--- config.mk ---
export PLATFORM = sky130hd
export DESIGN_NAME = modbus_rtu_response_checker_unit_flat
export DESIGN_NICKNAME = d
export VERILOG_FILES = /design/src/rtl/mrc_pkg.sv /design/src/rtl/mrc_if.sv /design/src/rtl/mrc_apb_regs.sv /design/src/rtl/mrc_in_reg.sv /design/src/rtl/mrc_frame_core.sv /design/src/rtl/mrc_out_reg.sv /design/src/rtl/modbus_rtu_response_checker_unit.sv /design/src/flat_wrapper.sv
export SDC_FILE = /design/constraint.sdc
export NUM_CORES = 1
export LEC_CHECK = 0
export BUFFER_PORTS_ARGS = -buffer_cell sky130_fd_sc_hd__buf_2
export CORE_MARGIN = 10
export CORE_UTILIZATION = 55
export CTS_BUF_LIST = sky130_fd_sc_hd__clkbuf_4 sky130_fd_sc_hd__clkbuf_8
export DETAILED_ROUTE_END_ITERATION = 16
export GPL_ROUTABILITY_DRIVEN = 0
export PLACE_DENSITY = 0.87
export SYNTH_ARGS = -nofsm -noshare
export SYNTH_HDL_FRONTEND = slang
export SYNTH_SLANG_ARGS = --single-unit
--- constraint.sdc ---
create_clock -name clk -period 5.79 [get_ports clk]
set_clock_uncertainty 0.2 [all_clocks]
set_input_delay 0.579 -clock clk [delete_from_list [all_inputs] [get_ports clk]]
set_output_delay 0.579 -clock clk [all_outputs]
set_load 0.01 [all_outputs]
--- src/rtl/mrc_pkg.sv ---
`timescale 1ns / 1ps
`default_nettype none
// Package for the Modbus RTU response checker: word types, mode and status
// codes, CRC constants and the bytewise CRC-16 update. No dependencies.
package mrc_pkg;

	// Input modes
	localparam logic [1:0] MODE_START = 2'd0;
	localparam logic [1:0] MODE_BYTE  = 2'd1;
	localparam logic [1:0] MODE_TICK  = 2'd2;

	// Result kinds
	localparam logic KIND_PAYLOAD = 1'b0;
	localparam logic KIND_STATUS  = 1'b1;

	// Final status codes
	localparam logic [2:0] STAT_OK        = 3'd0;
	localparam logic [2:0] STAT_SIZE      = 3'd1;
	localparam logic [2:0] STAT_TIMEOUT   = 3'd2;
	localparam logic [2:0] STAT_BAD_SLAVE = 3'd3;
	localparam logic [2:0] STAT_BAD_CODE  = 3'd4;
	localparam logic [2:0] STAT_BAD_CRC   = 3'd5;

	// CRC-16, reflected
	localparam logic [15:0] CRC_POLY = 16'hA001;
	localparam logic [15:0] CRC_INIT = 16'hFFFF;

	// Address, code and two CRC bytes around the payload
	localparam logic [8:0] FRAME_OVERHEAD = 9'd4;

	// Register map
	localparam logic        REG_TIMEOUT   = 1'b0;
	localparam logic [15:0] TIMEOUT_RESET = 16'd2000;
	localparam logic [15:0] IDLE_MAX      = 16'hFFFF;

	typedef struct packed {
		logic [1:0] mode;
		logic [7:0] slave_id;
		logic [7:0] function_code;
		logic [7:0] data_length;
		logic [7:0] rx_byte;
	} item_t;

	typedef struct packed {
		logic       kind;
		logic [7:0] payload_byte;
		logic [2:0] status;
	} result_t;

	// Core to output stage: one result slot per processed word
	typedef struct packed {
		logic    valid;
		result_t data;
	} result_slot_t;

	// One byte through the reflected CRC, eight shift steps
	function automatic logic [15:0] crc_byte(input logic [15:0] crc, input logic [7:0] b);
		logic [15:0] c;
		c = crc ^ {8'h00, b};
		for (int k = 0; k < 8; k++) begin
			if (c[0]) begin
				c = (c >> 1) ^ CRC_POLY;
			end else begin
				c = c >> 1;
			end
		end
		return c;
	endfunction

endpackage
`default_nettype wire

--- src/rtl/mrc_if.sv ---
`timescale 1ns / 1ps
`default_nettype none
// Valid/ready channel interfaces for command words and result words.
// Standalone; widths follow mrc_pkg field widths.
interface mrc_cmd_if;
	logic       valid;
	logic       ready;
	logic [1:0] mode;
	logic [7:0] slave_id;
	logic [7:0] function_code;
	logic [7:0] data_length;
	logic [7:0] rx_byte;

	modport source (output valid, mode, slave_id, function_code, data_length, rx_byte,
		input ready);
	modport sink (input valid, mode, slave_id, function_code, data_length, rx_byte,
		output ready);
endinterface

interface mrc_res_if;
	logic       valid;
	logic       ready;
	logic       kind;
	logic [7:0] payload_byte;
	logic [2:0] status;

	modport source (output valid, kind, payload_byte, status, input ready);
	modport sink (input valid, kind, payload_byte, status, output ready);
endinterface
`default_nettype wire

--- src/rtl/mrc_apb_regs.sv ---
`timescale 1ns / 1ps
`default_nettype none
// APB register block holding the timeout threshold.
// Depends on mrc_pkg.
module mrc_apb_regs (
	input  wire logic        clk,
	input  wire logic        arst_n,
	input  wire logic        psel,
	input  wire logic        penable,
	input  wire logic        pwrite,
	input  wire logic [2:0]  paddr,
	input  wire logic [31:0] pwdata,
	output logic      [31:0] prdata,
	output logic             pready,
	output logic      [15:0] timeout_ticks
);
	logic [15:0] timeout_q;
	logic        sel_timeout;

	// Register index is paddr[2]; byte lanes within a word are not decoded
	assign sel_timeout = (paddr[2] == mrc_pkg::REG_TIMEOUT);
	assign pready      = 1'b1;

	always_ff @(posedge clk or negedge arst_n) begin
		if (!arst_n) begin
			timeout_q <= mrc_pkg::TIMEOUT_RESET;
		end else if (psel && penable && pwrite && pready && sel_timeout) begin
			timeout_q <= pwdata[15:0];
		end
	end

	// Read back
	assign prdata        = sel_timeout ? {16'h0000, timeout_q} : 32'h0000_0000;
	assign timeout_ticks = timeout_q;
endmodule
`default_nettype wire

--- src/rtl/mrc_in_reg.sv ---
`timescale 1ns / 1ps
`default_nettype none
// Input register stage: captures one command word per cycle
// while in_ready is high. Depends on mrc_pkg.
module mrc_in_reg (
	input  wire logic          clk,
	input  wire logic          arst_n,
	input  wire logic          in_valid,
	input  wire mrc_pkg::item_t in_item,
	output logic               in_ready,
	input  wire logic          advance,
	output logic               valid_s1,
	output mrc_pkg::item_t     item_s1
);
	logic accept;

	// Free when empty or when the held word moves on this cycle
	assign in_ready = !valid_s1 || advance;
	assign accept   = in_valid && in_ready;

	always_ff @(posedge clk or negedge arst_n) begin
		if (!arst_n) begin
			valid_s1 <= 1'b0;
		end else if (accept) begin
			valid_s1 <= 1'b1;
		end else if (advance) begin
			valid_s1 <= 1'b0;
		end
	end

	// Payload, no reset
	always_ff @(posedge clk) begin
		if (accept) begin
			item_s1 <= in_item;
		end
	end
endmodule
`default_nettype wire

--- src/rtl/mrc_frame_core.sv ---
`timescale 1ns / 1ps
`default_nettype none
// Frame checker state and per-word decision logic: address/code compare,
// CRC update, payload forwarding, timeout count. Depends on mrc_pkg.
module mrc_frame_core #(
	parameter int MAX_PAYLOAD = 252
) (
	input  wire logic              clk,
	input  wire logic              arst_n,
	input  wire logic              advance,
	input  wire mrc_pkg::item_t    item_s1,
	input  wire logic [15:0]       timeout_ticks,
	output mrc_pkg::result_slot_t  slot
);
	logic        busy_q,      busy_d;
	logic [7:0]  exp_slave_q, exp_slave_d;
	logic [7:0]  exp_code_q,  exp_code_d;
	logic [8:0]  frame_len_q, frame_len_d;
	logic [8:0]  count_q,     count_d;
	logic [15:0] crc_q,       crc_d;
	logic [7:0]  crc_low_q,   crc_low_d;
	logic        slave_mis_q, slave_mis_d;
	logic        code_mis_q,  code_mis_d;
	logic [15:0] idle_q,      idle_d;

	logic [15:0] crc_next;
	logic [9:0]  idx_plus2;
	logic [9:0]  frame_len_w;
	logic [15:0] idle_inc;

	assign crc_next    = mrc_pkg::crc_byte(crc_q, item_s1.rx_byte);
	assign idx_plus2   = {1'b0, count_q} + 10'd2;
	assign frame_len_w = {1'b0, frame_len_q};
	assign idle_inc    = (idle_q == mrc_pkg::IDLE_MAX) ? idle_q : idle_q + 16'd1;

	// Next state and result for the word in the input register
	always_comb begin
		busy_d      = busy_q;
		exp_slave_d = exp_slave_q;
		exp_code_d  = exp_code_q;
		frame_len_d = frame_len_q;
		count_d     = count_q;
		crc_d       = crc_q;
		crc_low_d   = crc_low_q;
		slave_mis_d = slave_mis_q;
		code_mis_d  = code_mis_q;
		idle_d      = idle_q;
		slot        = '0;

		case (item_s1.mode)
			mrc_pkg::MODE_START: begin
				busy_d = 1'b0;
				if (item_s1.data_length > 8'(MAX_PAYLOAD)) begin
					slot.valid       = 1'b1;
					slot.data.kind   = mrc_pkg::KIND_STATUS;
					slot.data.status = mrc_pkg::STAT_SIZE;
				end else begin
					busy_d      = 1'b1;
					exp_slave_d = item_s1.slave_id;
					exp_code_d  = item_s1.function_code;
					frame_len_d = {1'b0, item_s1.data_length} + mrc_pkg::FRAME_OVERHEAD;
					count_d     = '0;
					crc_d       = mrc_pkg::CRC_INIT;
					crc_low_d   = '0;
					slave_mis_d = 1'b0;
					code_mis_d  = 1'b0;
					idle_d      = '0;
				end
			end
			mrc_pkg::MODE_BYTE: begin
				if (busy_q) begin
					idle_d  = '0;
					count_d = count_q + 9'd1;
					if (count_q == 9'd0) begin
						slave_mis_d = (item_s1.rx_byte != exp_slave_q);
						crc_d       = crc_next;
					end else if (count_q == 9'd1) begin
						code_mis_d = (item_s1.rx_byte != exp_code_q);
						crc_d      = crc_next;
					end else if (idx_plus2 < frame_len_w) begin
						// Payload byte: forward and fold into the CRC
						crc_d                  = crc_next;
						slot.valid             = 1'b1;
						slot.data.kind         = mrc_pkg::KIND_PAYLOAD;
						slot.data.payload_byte = item_s1.rx_byte;
						slot.data.status       = mrc_pkg::STAT_OK;
					end else if (idx_plus2 == frame_len_w) begin
						crc_low_d = item_s1.rx_byte;
					end else begin
						// CRC high byte closes the frame
						busy_d         = 1'b0;
						slot.valid     = 1'b1;
						slot.data.kind = mrc_pkg::KIND_STATUS;
						if (slave_mis_q) begin
							slot.data.status = mrc_pkg::STAT_BAD_SLAVE;
						end else if (code_mis_q) begin
							slot.data.status = mrc_pkg::STAT_BAD_CODE;
						end else if (crc_low_q != crc_q[7:0] ||
								item_s1.rx_byte != crc_q[15:8]) begin
							slot.data.status = mrc_pkg::STAT_BAD_CRC;
						end else begin
							slot.data.status = mrc_pkg::STAT_OK;
						end
					end
				end
			end
			mrc_pkg::MODE_TICK: begin
				if (busy_q) begin
					idle_d = idle_inc;
					if (idle_inc >= timeout_ticks) begin
						busy_d           = 1'b0;
						slot.valid       = 1'b1;
						slot.data.kind   = mrc_pkg::KIND_STATUS;
						slot.data.status = mrc_pkg::STAT_TIMEOUT;
					end
				end
			end
			default: begin
				// unused mode: no effect
			end
		endcase
	end

	// Frame state, updated when the word leaves the input register
	always_ff @(posedge clk or negedge arst_n) begin
		if (!arst_n) begin
			busy_q      <= 1'b0;
			exp_slave_q <= '0;
			exp_code_q  <= '0;
			frame_len_q <= '0;
			count_q     <= '0;
			crc_q       <= mrc_pkg::CRC_INIT;
			crc_low_q   <= '0;
			slave_mis_q <= 1'b0;
			code_mis_q  <= 1'b0;
			idle_q      <= '0;
		end else if (advance) begin
			busy_q      <= busy_d;
			exp_slave_q <= exp_slave_d;
			exp_code_q  <= exp_code_d;
			frame_len_q <= frame_len_d;
			count_q     <= count_d;
			crc_q       <= crc_d;
			crc_low_q   <= crc_low_d;
			slave_mis_q <= slave_mis_d;
			code_mis_q  <= code_mis_d;
			idle_q      <= idle_d;
		end
	end
endmodule
`default_nettype wire

--- src/rtl/mrc_out_reg.sv ---
`timescale 1ns / 1ps
`default_nettype none
// Result register: holds one result word until the receiver takes it and
// decides when the input register may advance. Depends on mrc_pkg.
module mrc_out_reg (
	input  wire logic             clk,
	input  wire logic             arst_n,
	input  wire logic             valid_s1,
	input  wire mrc_pkg::result_slot_t slot,
	output logic                  advance,
	output logic                  out_valid,
	input  wire logic             out_ready,
	output mrc_pkg::result_t      out_data
);
	logic free;

	// Slot is free when empty or being drained this cycle
	assign free    = !out_valid || out_ready;
	assign advance = valid_s1 && free;

	always_ff @(posedge clk or negedge arst_n) begin
		if (!arst_n) begin
			out_valid <= 1'b0;
		end else if (free) begin
			out_valid <= advance && slot.valid;
		end
	end

	always_ff @(posedge clk) begin
		if (advance && slot.valid) begin
			out_data <= slot.data;
		end
	end
endmodule
`default_nettype wire

--- src/rtl/modbus_rtu_response_checker_unit.sv ---
// Modbus RTU response checker.
// cmd channel: one word per cycle if ready. mode 0 arms a frame (slave_id,
// function_code, data_length), mode 1 delivers a received line byte,
// mode 2 is a timer tick. res channel: kind 0 forwards a payload byte,
// kind 1 gives the frame's final status; a word yields at most one result.
// A command word passes the input register, then the result register,
// before its result is valid on res. Throughput: one word per cycle
// while res is not stalled; the frame state, CRC update and status
// select are combinational between the two registers.
// A start with data_length above MAX_PAYLOAD answers with a size error at
// once; a start while a frame is open drops it. Bytes and ticks outside a
// frame give nothing. The idle count clears on every byte and times out at
// the APB register timeout_ticks (address 0, reset 2000).
// Reset: no frame open, both registers empty, timeout back to 2000.
// Stall: while res is held, the result register keeps its word, the input
// register fills once and then cmd.ready drops until res drains.
`timescale 1ns / 1ps
`default_nettype none
module modbus_rtu_response_checker_unit #(
	parameter int MAX_PAYLOAD = 252
) (
	input  wire logic        clk,
	input  wire logic        arst_n,
	mrc_cmd_if.sink          cmd,
	mrc_res_if.source        res,
	input  wire logic        psel,
	input  wire logic        penable,
	input  wire logic        pwrite,
	input  wire logic [2:0]  paddr,
	input  wire logic [31:0] pwdata,
	output logic      [31:0] prdata,
	output logic             pready
);
	mrc_pkg::item_t        cmd_item;
	mrc_pkg::item_t        item_s1;
	mrc_pkg::result_slot_t slot;
	mrc_pkg::result_t      res_data;
	logic                  valid_s1;
	logic                  advance;
	logic [15:0]           timeout_ticks;

	assign cmd_item.mode          = cmd.mode;
	assign cmd_item.slave_id      = cmd.slave_id;
	assign cmd_item.function_code = cmd.function_code;
	assign cmd_item.data_length   = cmd.data_length;
	assign cmd_item.rx_byte       = cmd.rx_byte;

	mrc_apb_regs u_regs (
		.clk           (clk),
		.arst_n        (arst_n),
		.psel          (psel),
		.penable       (penable),
		.pwrite        (pwrite),
		.paddr         (paddr),
		.pwdata        (pwdata),
		.prdata        (prdata),
		.pready        (pready),
		.timeout_ticks (timeout_ticks)
	);

	mrc_in_reg u_in (
		.clk      (clk),
		.arst_n   (arst_n),
		.in_valid (cmd.valid),
		.in_item  (cmd_item),
		.in_ready (cmd.ready),
		.advance  (advance),
		.valid_s1 (valid_s1),
		.item_s1  (item_s1)
	);

	mrc_frame_core #(
		.MAX_PAYLOAD (MAX_PAYLOAD)
	) u_core (
		.clk           (clk),
		.arst_n        (arst_n),
		.advance       (advance),
		.item_s1       (item_s1),
		.timeout_ticks (timeout_ticks),
		.slot          (slot)
	);

	mrc_out_reg u_out (
		.clk       (clk),
		.arst_n    (arst_n),
		.valid_s1  (valid_s1),
		.slot      (slot),
		.advance   (advance),
		.out_valid (res.valid),
		.out_ready (res.ready),
		.out_data  (res_data)
	);

	assign res.kind         = res_data.kind;
	assign res.payload_byte = res_data.payload_byte;
	assign res.status       = res_data.status;
endmodule
`default_nettype wire

--- src/flat_wrapper.sv ---
// flat-port wrapper written by rule: the top's interface ports become plain ports
module modbus_rtu_response_checker_unit_flat 
#(
	parameter int MAX_PAYLOAD = 252
)
  (clk, arst_n, psel, penable, pwrite, paddr, pwdata, prdata, pready, cmd_valid, cmd_mode, cmd_slave_id, cmd_function_code, cmd_data_length, cmd_rx_byte, cmd_ready, res_valid, res_kind, res_payload_byte, res_status, res_ready);
  mrc_cmd_if cmd_i ();
  mrc_res_if res_i ();
  input  wire logic clk;
  input  wire logic arst_n;
  input  wire logic psel;
  input  wire logic penable;
  input  wire logic pwrite;
  input  wire logic [2:0] paddr;
  input  wire logic [31:0] pwdata;
  output logic      [31:0] prdata;
  output logic pready;
  input wire logic [$bits(cmd_i.valid)-1:0] cmd_valid;
  input wire logic [$bits(cmd_i.mode)-1:0] cmd_mode;
  input wire logic [$bits(cmd_i.slave_id)-1:0] cmd_slave_id;
  input wire logic [$bits(cmd_i.function_code)-1:0] cmd_function_code;
  input wire logic [$bits(cmd_i.data_length)-1:0] cmd_data_length;
  input wire logic [$bits(cmd_i.rx_byte)-1:0] cmd_rx_byte;
  output wire logic [$bits(cmd_i.ready)-1:0] cmd_ready;
  output wire logic [$bits(res_i.valid)-1:0] res_valid;
  output wire logic [$bits(res_i.kind)-1:0] res_kind;
  output wire logic [$bits(res_i.payload_byte)-1:0] res_payload_byte;
  output wire logic [$bits(res_i.status)-1:0] res_status;
  input wire logic [$bits(res_i.ready)-1:0] res_ready;
  assign cmd_i.valid = cmd_valid;
  assign cmd_i.mode = cmd_mode;
  assign cmd_i.slave_id = cmd_slave_id;
  assign cmd_i.function_code = cmd_function_code;
  assign cmd_i.data_length = cmd_data_length;
  assign cmd_i.rx_byte = cmd_rx_byte;
  assign cmd_ready = cmd_i.ready;
  assign res_valid = res_i.valid;
  assign res_kind = res_i.kind;
  assign res_payload_byte = res_i.payload_byte;
  assign res_status = res_i.status;
  assign res_i.ready = res_ready;
  modbus_rtu_response_checker_unit #(.MAX_PAYLOAD(MAX_PAYLOAD)) u_core (.clk(clk), .arst_n(arst_n), .cmd(cmd_i), .res(res_i), .psel(psel), .penable(penable), .pwrite(pwrite), .paddr(paddr), .pwdata(pwdata), .prdata(prdata), .pready(pready));
endmodule
==> impl_metrics.xml, run 1 <==
<?xml version="1.0" encoding="UTF-8"?>
<metrics>
  <group name="routing">
    <metric name="routed_wirelength" unit="um">16140</metric>
    <metric name="first_iter_violations" unit="">475</metric>
    <metric name="drcViolationCount" unit="">0</metric>
    <metric name="antenna_violating_nets_post_route" unit="">0</metric>
    <metric name="detail_route.vias_per_cell" unit="">5.546</metric>
    <metric name="detailroute.via_count" unit="">5302</metric>
    <metric name="first_pass_iters" unit="">4</metric>
    <metric name="post_drt_wl_per_cell" unit="um">16.88</metric>
  </group>
  <group name="power_and_ir_drop">
    <metric name="power_switching_share" unit="%">32.96</metric>
    <metric name="totalPowerFinal" unit="W">0.002836</metric>
    <metric name="p_leak" unit="nW">3.809</metric>
    <metric name="vdd_drop_max" unit="uV">249.8</metric>
    <metric name="pwr-share-seq" unit="%">48.3</metric>
    <metric name="cell_internal_pwr" unit="W">0.001901</metric>
    <metric name="combinationalPowerShare" unit="%">26.0</metric>
    <metric name="share_clk_of_total_power" unit="%">25.7</metric>
    <metric name="power.density" unit="mW/mm2">334.5</metric>
    <metric name="power_switching" unit="W">0.0009347</metric>
  </group>
  <group name="sta">
    <metric name="min_period" unit="ns">3.875</metric>
    <metric name="finalHoldViolCount" unit="">0</metric>
    <metric name="rsz0062_at_grt" unit="">false</metric>
    <metric name="relSlewSlack" unit="%">34.29</metric>
    <metric name="tightest_slew" unit="ns">0.9781</metric>
    <metric name="setup-tns-final" unit="ns">0</metric>
    <metric name="min_period_over_period" unit="%">66.92</metric>
    <metric name="timing.final.setup_violations" unit="">0</metric>
    <metric name="slew_viol_final" unit="">0</metric>
    <metric name="max_clock_freq" unit="MHz">258.1</metric>
  </group>
  <group name="global_routing">
    <metric name="globalRouteOverflowTotal" unit="">0</metric>
    <metric name="global_route.usage.total" unit="%">17.47</metric>
    <metric name="maximum_number_of_pins_on_one_net_before_global_route_repair" unit="">54</metric>
    <metric name="grt_pass1_vias" unit="">5424</metric>
    <metric name="antenna_found_initial" unit="">0</metric>
    <metric name="grt_first_pass_wirelength" unit="um">26340</metric>
  </group>
  <group name="die">
    <metric name="floorplan.initialDensity" unit="%">56.91</metric>
    <metric name="i_o_pin_count" unit="">123</metric>
    <metric name="die_height" unit="um">137.8</metric>
    <metric name="floorplan.core_area" unit="mm2">0.01340</metric>
    <metric name="total_die_area" unit="mm2">0.01898</metric>
    <metric name="placement_rows" unit="">42</metric>
    <metric name="chipWidth" unit="um">137.8</metric>
  </group>
  <group name="synthesis">
    <metric name="synth_cell_types" unit="">63</metric>
    <metric name="ys_async_sr_fraction" unit="%">67.38</metric>
    <metric name="synthXorXnorAreaFrac" unit="%">8.925</metric>
    <metric name="synthCells" unit="">683</metric>
    <metric name="synth_compound_area_share" unit="%">11.01</metric>
    <metric name="synth_ff_type" unit="">sky130_fd_sc_hd__dfrtp_1</metric>
    <metric name="post_synth_and_or_nand_nor_area_fraction" unit="%">12.98</metric>
    <metric name="synth_top_family_by_area" unit="">simple AND/OR/NAND/NOR gates</metric>
    <metric name="syn-cell-area" unit="mm2">0.007626</metric>
    <metric name="share_of_synthesized_area_occupied_by_flip_flops_and_latches" unit="%">49.65</metric>
    <metric name="synth_area_per_cell" unit="um2">11.17</metric>
    <metric name="synthAdderAreaFrac" unit="%">5.742</metric>
    <metric name="synth_enable_flop_cells" unit="">46</metric>
    <metric name="count_of_state_elements_after_synthesis" unit="">141</metric>
    <metric name="yosysWarnings" unit="">0</metric>
    <metric name="synthMuxAreaShare" unit="%">6.464</metric>
  </group>
  <group name="worst_setup_path">
    <metric name="critical_path.max_fanout" unit="">13</metric>
    <metric name="critPathLaunchType" unit="">register</metric>
    <metric name="critical_path_sink_type" unit="">register</metric>
    <metric name="timing.setup.critical_path_class" unit="">register to register</metric>
    <metric name="critPathArrivalTime" unit="ns">3.82</metric>
    <metric name="required" unit="ns">5.74</metric>
  </group>
  <group name="clock_tree">
    <metric name="clkTransAtPathRegs" unit="ns">0.08</metric>
    <metric name="post_cts_resize_count" unit="">0</metric>
    <metric name="ctsLongestPathBuffers" unit="">2</metric>
    <metric name="htreeDepth" unit="">4</metric>
    <metric name="cts_root_buffer" unit="">sky130_fd_sc_hd__clkbuf_8</metric>
    <metric name="clock_tree_from_tritoncts" unit="">yes</metric>
    <metric name="cts.sink_count" unit="">141</metric>
    <metric name="clk-insertion-delay-late" unit="ns">0.47</metric>
    <metric name="numCtsBuffers" unit="">17</metric>
  </group>
  <group name="placed_design">
    <metric name="post-dp-hpwl" unit="um">11770</metric>
    <metric name="buffer_ports.inserted" unit="">87</metric>
  </group>
  <group name="status">
    <metric name="outcome" unit="">complete, no violations</metric>
  </group>
  <group name="min_path">
    <metric name="holdCritPathClass" unit="">input port to register</metric>
  </group>
  <group name="layout">
    <metric name="utilization" unit="%">63.28</metric>
    <metric name="layout.area.seq" unit="mm2">0.003786</metric>
    <metric name="filler_cell_count" unit="">1049</metric>
    <metric name="final_common_cell" unit="">sky130_fd_sc_hd__buf_2</metric>
    <metric name="final_nets" unit="">878</metric>
    <metric name="antenna_cells_inserted" unit="">0</metric>
    <metric name="mostFrequentLayoutCells" unit="">sky130_fd_sc_hd__buf_2, sky130_fd_sc_hd__dfrtp_1, sky130_fd_sc_hd__nand2_1</metric>
    <metric name="multi_input_area" unit="mm2">0.003507</metric>
    <metric name="final_layout_size_suffix_gt1_share" unit="%">25.90</metric>
    <metric name="area.growth.synth_to_final" unit="%">11.19</metric>
  </group>
  <group name="run">
    <metric name="drv_cap" unit="">0</metric>
  </group>
</metrics>
-- worst max-delay path, cell delays in order (launching register included) --
cell                       delay (ns)
sky130_fd_sc_hd__dfrtp_1         0.47
sky130_fd_sc_hd__ha_1            0.32
sky130_fd_sc_hd__nand3_1         0.14
sky130_fd_sc_hd__nor2_1          0.22
sky130_fd_sc_hd__nand2b_1        0.30
sky130_fd_sc_hd__mux2_2          0.37
sky130_fd_sc_hd__ha_1            0.27
sky130_fd_sc_hd__a21o_1          0.11
sky130_fd_sc_hd__a31oi_1         0.08
sky130_fd_sc_hd__o21ai_0         0.39
sky130_fd_sc_hd__a31oi_1         0.24
sky130_fd_sc_hd__a31oi_1         0.19
sky130_fd_sc_hd__buf_4           0.26
-- synthesized netlist by cell type, types with 3 or more instances --
| library cell | instances | area (um2) |
|---|---|---|
| sky130_fd_sc_hd__a21o_1 | 14 | 105.1 |
| sky130_fd_sc_hd__a21oi_1 | 18 | 90.09 |
| sky130_fd_sc_hd__a22o_1 | 12 | 105.1 |
| sky130_fd_sc_hd__a2bb2oi_1 | 7 | 61.31 |
| sky130_fd_sc_hd__a31oi_1 | 11 | 68.82 |
| sky130_fd_sc_hd__and2_1 | 13 | 81.33 |
| sky130_fd_sc_hd__and3_1 | 7 | 43.79 |
| sky130_fd_sc_hd__buf_2 | 10 | 50.05 |
| sky130_fd_sc_hd__buf_4 | 18 | 135.1 |
| sky130_fd_sc_hd__buf_6 | 3 | 33.78 |
| sky130_fd_sc_hd__clkbuf_1 | 10 | 37.54 |
| sky130_fd_sc_hd__dfrtp_1 | 73 | 1827 |
| sky130_fd_sc_hd__dfstp_2 | 22 | 578.1 |
| sky130_fd_sc_hd__edfxtp_1 | 46 | 1381 |
| sky130_fd_sc_hd__ha_1 | 35 | 437.9 |
| sky130_fd_sc_hd__inv_1 | 33 | 123.9 |
| sky130_fd_sc_hd__mux2_2 | 34 | 382.9 |
| sky130_fd_sc_hd__mux2i_1 | 11 | 110.1 |
| sky130_fd_sc_hd__nand2_1 | 52 | 195.2 |
| sky130_fd_sc_hd__nand2b_1 | 8 | 50.05 |
| sky130_fd_sc_hd__nand3_1 | 24 | 120.1 |
| sky130_fd_sc_hd__nand4_1 | 11 | 68.82 |
| sky130_fd_sc_hd__nor2_1 | 35 | 131.4 |
| sky130_fd_sc_hd__nor2b_1 | 3 | 18.77 |
| sky130_fd_sc_hd__nor3_1 | 7 | 35.03 |
| sky130_fd_sc_hd__nor4_1 | 7 | 43.79 |
| sky130_fd_sc_hd__o21ai_0 | 28 | 140.1 |
| sky130_fd_sc_hd__o31ai_1 | 14 | 105.1 |
| sky130_fd_sc_hd__or3_1 | 3 | 18.77 |
| sky130_fd_sc_hd__xnor2_1 | 40 | 350.3 |
| sky130_fd_sc_hd__xor2_1 | 34 | 297.8 |
-- state kept, by name, summed over array words and instances (netlist names), 8 cells and up --
name / flops
u_core.u_in.item_s1: 34
u_core.u_out.out_data: 12
u_core.u_core.crc_q: 16
u_core.u_core.crc_low_q: 8
u_core.u_core.count_q: 9
u_core.u_regs.timeout_ticks: 16
u_core.u_core.idle_q: 16
u_core.u_core.frame_len_q: 9
u_core.u_core.exp_slave_q: 8
u_core.u_core.exp_code_q: 8
-- per-layer routing --
layer	part of all wire (%)	track usage (%)
met5	0	0
met4	1.4	6.025
met1	45	22.75
met3	8.5	4.370
met2	46	27.81
-- through the flow --
stage               std cells  worst slack, ns  area, um2  hold slack, ns
floorplan                 698            1.990       7682         0.08341
global placement          923            2.040       8117          0.2561
detailed placement        923            1.942       8117          0.2644
global route              956            1.542       8479         0.05571
finish                    956            1.915       8479         0.08342
CTS                       956            1.926       8479         0.06019
-- area by class of cell --
class / count / share of cell area, %
flip-flops and latches: 141 / 44.65
multi-input cells: 480 / 41.36
repair buffers: 93 / 5.725
clock buffers: 19 / 2.936
well taps: 176 / 2.597
inverters: 34 / 1.505
clock inverters: 13 / 1.225
-- logic make-up after synthesis --
logic type | count (synthesis)
compound gates | 120
flops | 141
buf+inv | 77
mux | 45
fa+ha+maj | 35
xor+xnor | 76
simple gates | 187
other cells | 2
-- power by group through the flow --
stage	Sequential, W	Combinational [W]	Clock, W
after floorplan	0.00134	0.000598	0
final	0.00137	0.000737	0.000728
after global placement	0.00138	0.000703	0
after detailed placement	0.00139	0.000736	0
after global routing	0.00139	0.000830	0.000787
after CTS	0.00137	0.000741	0.000739
-- final timing paths --
kind	from	endpoint	slack, ns	cells after the start
max	u_core.u_core.idle_q[0]	u_core.u_out.out_data[10]	1.92	12
min	cmd_rx_byte[2]	u_core.u_in.item_s1[2]	0.08	1
max reg2reg	u_core.u_core.idle_q[0]	u_core.u_out.out_data[10]	1.92	12
min reg2reg	u_core.u_in.item_s1[20]	u_core.u_core.exp_code_q[4]	0.28	1
max in group asynchronous	arst_n	u_core.u_core.exp_code_q[4]	3.87	3
min in group asynchronous	arst_n	u_core.u_regs.timeout_ticks[3]	0.44	2
-- timing repair --
action | in CTS | in global routing
endpoints found under the hold margin | 20 | 0
hold buffers | 1 | 0
setup buffers | 0 | 0
endpoints found under the setup margin | 0 | 0
Power figures use the tool's default switching activity.
==> inputs of run 2 (changes only) <==
ABC_AREA = 1   (was default)
CORE_UTILIZATION = 53   (was 55)
clock period = 3.2 ns   (was 5.79 ns; I/O delays follow)
==> run 2 against run 1 <==
Compared with the run above: the run now ends with negative setup slack left; synthesized area up 2.4%; non-clock buffer count up 112; global-route usage up 6.4 points; via count up 51%; first-iteration DRC count up 150%; critical path depth up 6; total power up 130%; routed wire length up 73%; maximum frequency down 3.6%; die area up 5.4%; critical path type unchanged; largest power group unchanged.
==> impl_metrics.xml, run 2 <==
<?xml version="1.0" encoding="UTF-8"?>
<metrics>
  <group name="clock_tree">
    <metric name="clock_tree_from_tritoncts" unit="">yes</metric>
    <metric name="clkTransAtPathRegs" unit="ns">0.10</metric>
    <metric name="clk-insertion-delay-late" unit="ns">0.49</metric>
    <metric name="htreeDepth" unit="">4</metric>
    <metric name="cts.sink_count" unit="">141</metric>
    <metric name="numCtsBuffers" unit="">17</metric>
    <metric name="ctsLongestPathBuffers" unit="">2</metric>
    <metric name="cts_root_buffer" unit="">sky130_fd_sc_hd__clkbuf_8</metric>
  </group>
  <group name="synthesis">
    <metric name="synthXorXnorAreaFrac" unit="%">4.260</metric>
    <metric name="synthAdderAreaFrac" unit="%">5.605</metric>
    <metric name="yosysWarnings" unit="">0</metric>
    <metric name="share_of_synthesized_area_occupied_by_flip_flops_and_latches" unit="%">48.46</metric>
    <metric name="synthMuxAreaShare" unit="%">0</metric>
    <metric name="synth_area_per_cell" unit="um2">8.595</metric>
    <metric name="ys_async_sr_fraction" unit="%">67.38</metric>
    <metric name="yosys-top-cells-count" unit="">sky130_fd_sc_hd__nand2_1, sky130_fd_sc_hd__inv_1, sky130_fd_sc_hd__nor2_1</metric>
    <metric name="synth_enable_flop_cells" unit="">46</metric>
    <metric name="synth.most_common_cell" unit="">sky130_fd_sc_hd__nand2_1</metric>
    <metric name="synth_compound_area_share" unit="%">9.369</metric>
    <metric name="synth_top_family_by_area" unit="">simple AND/OR/NAND/NOR gates</metric>
    <metric name="post_synth_and_or_nand_nor_area_fraction" unit="%">23.32</metric>
    <metric name="count_of_state_elements_after_synthesis" unit="">141</metric>
    <metric name="synth_ff_type" unit="">sky130_fd_sc_hd__dfrtp_1</metric>
    <metric name="synth_area_leaders" unit="">sky130_fd_sc_hd__dfrtp_1, sky130_fd_sc_hd__edfxtp_1, sky130_fd_sc_hd__nand2_1</metric>
    <metric name="synthDominantCellAreaShare" unit="%">23.38</metric>
    <metric name="synth_cell_types" unit="">50</metric>
    <metric name="syn-cell-area" unit="mm2">0.007812</metric>
    <metric name="synthCells" unit="">909</metric>
    <metric name="synth_largest_area_cell" unit="">sky130_fd_sc_hd__dfrtp_1</metric>
  </group>
  <group name="placed_design">
    <metric name="buffer_ports.inserted" unit="">87</metric>
    <metric name="total_instance_count_after_detailed_placement" unit="">1190</metric>
    <metric name="post-dp-hpwl" unit="um">13400</metric>
    <metric name="place_worst_setup_slack" unit="ns">-0.2798</metric>
  </group>
  <group name="die">
    <metric name="floorplan.core_area" unit="mm2">0.01448</metric>
    <metric name="die_height" unit="um">141.4</metric>
    <metric name="floorplan.initialDensity" unit="%">53.96</metric>
    <metric name="i_o_pin_count" unit="">123</metric>
    <metric name="chipWidth" unit="um">141.4</metric>
    <metric name="total_die_area" unit="mm2">0.02000</metric>
    <metric name="placement_rows" unit="">44</metric>
  </group>
  <group name="global_routing">
    <metric name="grt_first_pass_wirelength" unit="um">38640</metric>
    <metric name="grt_pass1_vias" unit="">7490</metric>
    <metric name="maximum_number_of_pins_on_one_net_before_global_route_repair" unit="">43</metric>
    <metric name="globalRouteOverflowTotal" unit="">0</metric>
    <metric name="antenna_found_initial" unit="">0</metric>
    <metric name="global_route.usage.total" unit="%">23.90</metric>
  </group>
  <group name="sta">
    <metric name="fin_hold_ws" unit="ns">0.09628</metric>
    <metric name="finalHoldViolCount" unit="">0</metric>
    <metric name="min_period" unit="ns">4.019</metric>
    <metric name="rsz0062_at_grt" unit="">true</metric>
    <metric name="timing.final.setup_violations" unit="">16</metric>
    <metric name="slew_viol_final" unit="">0</metric>
    <metric name="min_period_over_period" unit="%">125.6</metric>
    <metric name="relSlewSlack" unit="%">16.93</metric>
    <metric name="setup_ws" unit="ns">-0.8192</metric>
    <metric name="tightest_slew" unit="ns">1.242</metric>
    <metric name="max_clock_freq" unit="MHz">248.8</metric>
    <metric name="setup-tns-final" unit="ns">-12.11</metric>
  </group>
  <group name="power_and_ir_drop">
    <metric name="p_leak" unit="nW">4.993</metric>
    <metric name="power.density" unit="mW/mm2">637.3</metric>
    <metric name="vdd_drop_max" unit="uV">417.9</metric>
  </group>
  <group name="layout">
    <metric name="largest-register" unit="">u_core.u_in.item_s1</metric>
    <metric name="antenna_cells_inserted" unit="">0</metric>
    <metric name="final_nets" unit="">1225</metric>
    <metric name="largest_reg_flops" unit="">34</metric>
    <metric name="utilization" unit="%">70.56</metric>
    <metric name="area.growth.synth_to_final" unit="%">30.76</metric>
    <metric name="mostFrequentLayoutCells" unit="">sky130_fd_sc_hd__nand2_1, sky130_fd_sc_hd__inv_1, sky130_fd_sc_hd__buf_2</metric>
    <metric name="final_layout_size_suffix_gt1_share" unit="%">27.77</metric>
    <metric name="final_common_cell" unit="">sky130_fd_sc_hd__nand2_1</metric>
    <metric name="finish.cell_count_without_fillers" unit="">1311</metric>
  </group>
  <group name="routing">
    <metric name="first_iter_violations" unit="">1175</metric>
    <metric name="detail_route.vias_per_cell" unit="">6.092</metric>
    <metric name="detailroute.via_count" unit="">7986</metric>
    <metric name="first_pass_iters" unit="">6</metric>
    <metric name="post_drt_wl_per_cell" unit="um">21.27</metric>
    <metric name="drcViolationCount" unit="">0</metric>
    <metric name="routed_wirelength" unit="um">27880</metric>
    <metric name="antenna_violating_nets_post_route" unit="">0</metric>
  </group>
  <group name="worst_setup_path">
    <metric name="critical_path.max_fanout" unit="">4</metric>
    <metric name="reg2reg_slack" unit="ns">-0.82</metric>
    <metric name="r2r_start" unit="">u_core.u_core.idle_q[14]</metric>
    <metric name="r2r_cells" unit="">18</metric>
    <metric name="capturing_point_of_the_worst_reg2reg_path" unit="">u_core.u_out.out_data[11]</metric>
    <metric name="critical_path_sink_type" unit="">register</metric>
    <metric name="critPathArrivalTime" unit="ns">4.04</metric>
    <metric name="critPathLaunchType" unit="">register</metric>
    <metric name="required" unit="ns">3.22</metric>
    <metric name="timing.setup.critical_path_class" unit="">register to register</metric>
  </group>
  <group name="run">
    <metric name="drv_cap" unit="">0</metric>
  </group>
  <group name="status">
    <metric name="failed_checks" unit="">negative setup slack</metric>
    <metric name="outcome" unit="">finished with violations</metric>
  </group>
  <group name="min_path">
    <metric name="holdCritPathClass" unit="">input port to async pin</metric>
  </group>
</metrics>
==> run 2: changes by cell type after synthesis, sizes merged, moves of 13 or more <==
cell / change
inv: +92
and2: -14
nor3: +14
xor2: -13
a21oi: +34
nor2: +52
o21ai: +30
o31ai: -13
nand2: +173
mux2: -34
xnor2: -25
==> run 2: routing by layer <==
layer  wire [um]  up-vias  track usage [%]
li1            -     3305                -
met1        9788     3667            28.09
met3        3358      218            6.342
met2       12750      796            38.81
met4        1987        0            13.61
met5           0        -                0
==> run 2: per-stage QoR <==
step | total power (W) | cell area (um2)
floorplan | 0.003969 | 7869
global placement | 0.004357 | 8553
detailed placement | 0.004469 | 8553
CTS | 0.006137 | 9846
global route | 0.006789 | 10220
finish | 0.006511 | 10220
==> run 2: area by class of cell <==
cell class | instances | area, um2
tap | 184 | 230.2
clock inverter | 15 | 192.7
multi-input combinational | 622 | 3774
clock buffer | 17 | 234.0
timing repair buffer | 205 | 1510
fill | 882 | 4263
timing repair inverter | 1 | 7.507
sequential | 141 | 3787
inverter | 126 | 480.5
==> run 2: kinds of logic (layout without fill, tap and decap cells) <==
group | Yosys count | after routing
xor gates and xnor gates | 38 | 38
other | 2 | 17
buffers and inverters | 161 | 364
AOI/OAI and AO/OA | 133 | 133
adders and majority gates | 35 | 35
DFF | 141 | 141
and+or+nand+nor | 399 | 399
==> run 2: where the power goes <==
part | total, W | switching (W) | internal [W] | leakage (nW)
Clock | 0.00161 | 0.000768 | 0.000847 | 0.212
Combinational | 0.00223 | 0.00144 | 0.000786 | 3.17
Sequential | 0.00267 | 0.000337 | 0.00233 | 1.61
==> run 2: critical path, stage by stage, from the launching register on <==
cell                      delay (ns)
sky130_fd_sc_hd__dfrtp_1        0.38
sky130_fd_sc_hd__nand2_1        0.10
sky130_fd_sc_hd__nor2_1         0.51
sky130_fd_sc_hd__nand3_2        0.19
sky130_fd_sc_hd__nand2_2        0.11
sky130_fd_sc_hd__nor2_2         0.06
sky130_fd_sc_hd__buf_4          0.14
sky130_fd_sc_hd__nand2_2        0.10
sky130_fd_sc_hd__xor2_4         0.29
sky130_fd_sc_hd__ha_4           0.28
sky130_fd_sc_hd__a21oi_1        0.22
sky130_fd_sc_hd__o21ai_2        0.13
sky130_fd_sc_hd__o21ai_2        0.26
sky130_fd_sc_hd__nand3_2        0.25
sky130_fd_sc_hd__nand3_4        0.15
sky130_fd_sc_hd__buf_4          0.13
sky130_fd_sc_hd__buf_6          0.09
sky130_fd_sc_hd__buf_6          0.10
sky130_fd_sc_hd__a31oi_4        0.06
==> run 2: repair_timing <==
action,in CTS,in global routing
setup buffers,26,9
endpoints found under the hold margin,127,0
endpoints found under the setup margin,15,28
pin swaps,13,23
hold buffers,54,0
gates cloned,1,0
resized for setup,35,54
==> run 2: worst max-delay path by stage <==
stage                             startpoint                        end  slack [ns]  cells after the start
floorplan            u_core.u_core.idle_q[0]   u_core.u_out.out_data[0]        0.08                     20
global placement     u_core.u_core.idle_q[0]   u_core.u_out.out_data[9]       -0.15                     17
detailed placement   u_core.u_core.idle_q[0]   u_core.u_out.out_data[9]       -0.28                     20
CTS                  u_core.u_core.idle_q[7]   u_core.u_out.out_data[9]       -0.12                     19
global route        u_core.u_core.idle_q[14]  u_core.u_out.out_data[11]       -0.86                     18
finish              u_core.u_core.idle_q[14]  u_core.u_out.out_data[11]       -0.82                     18
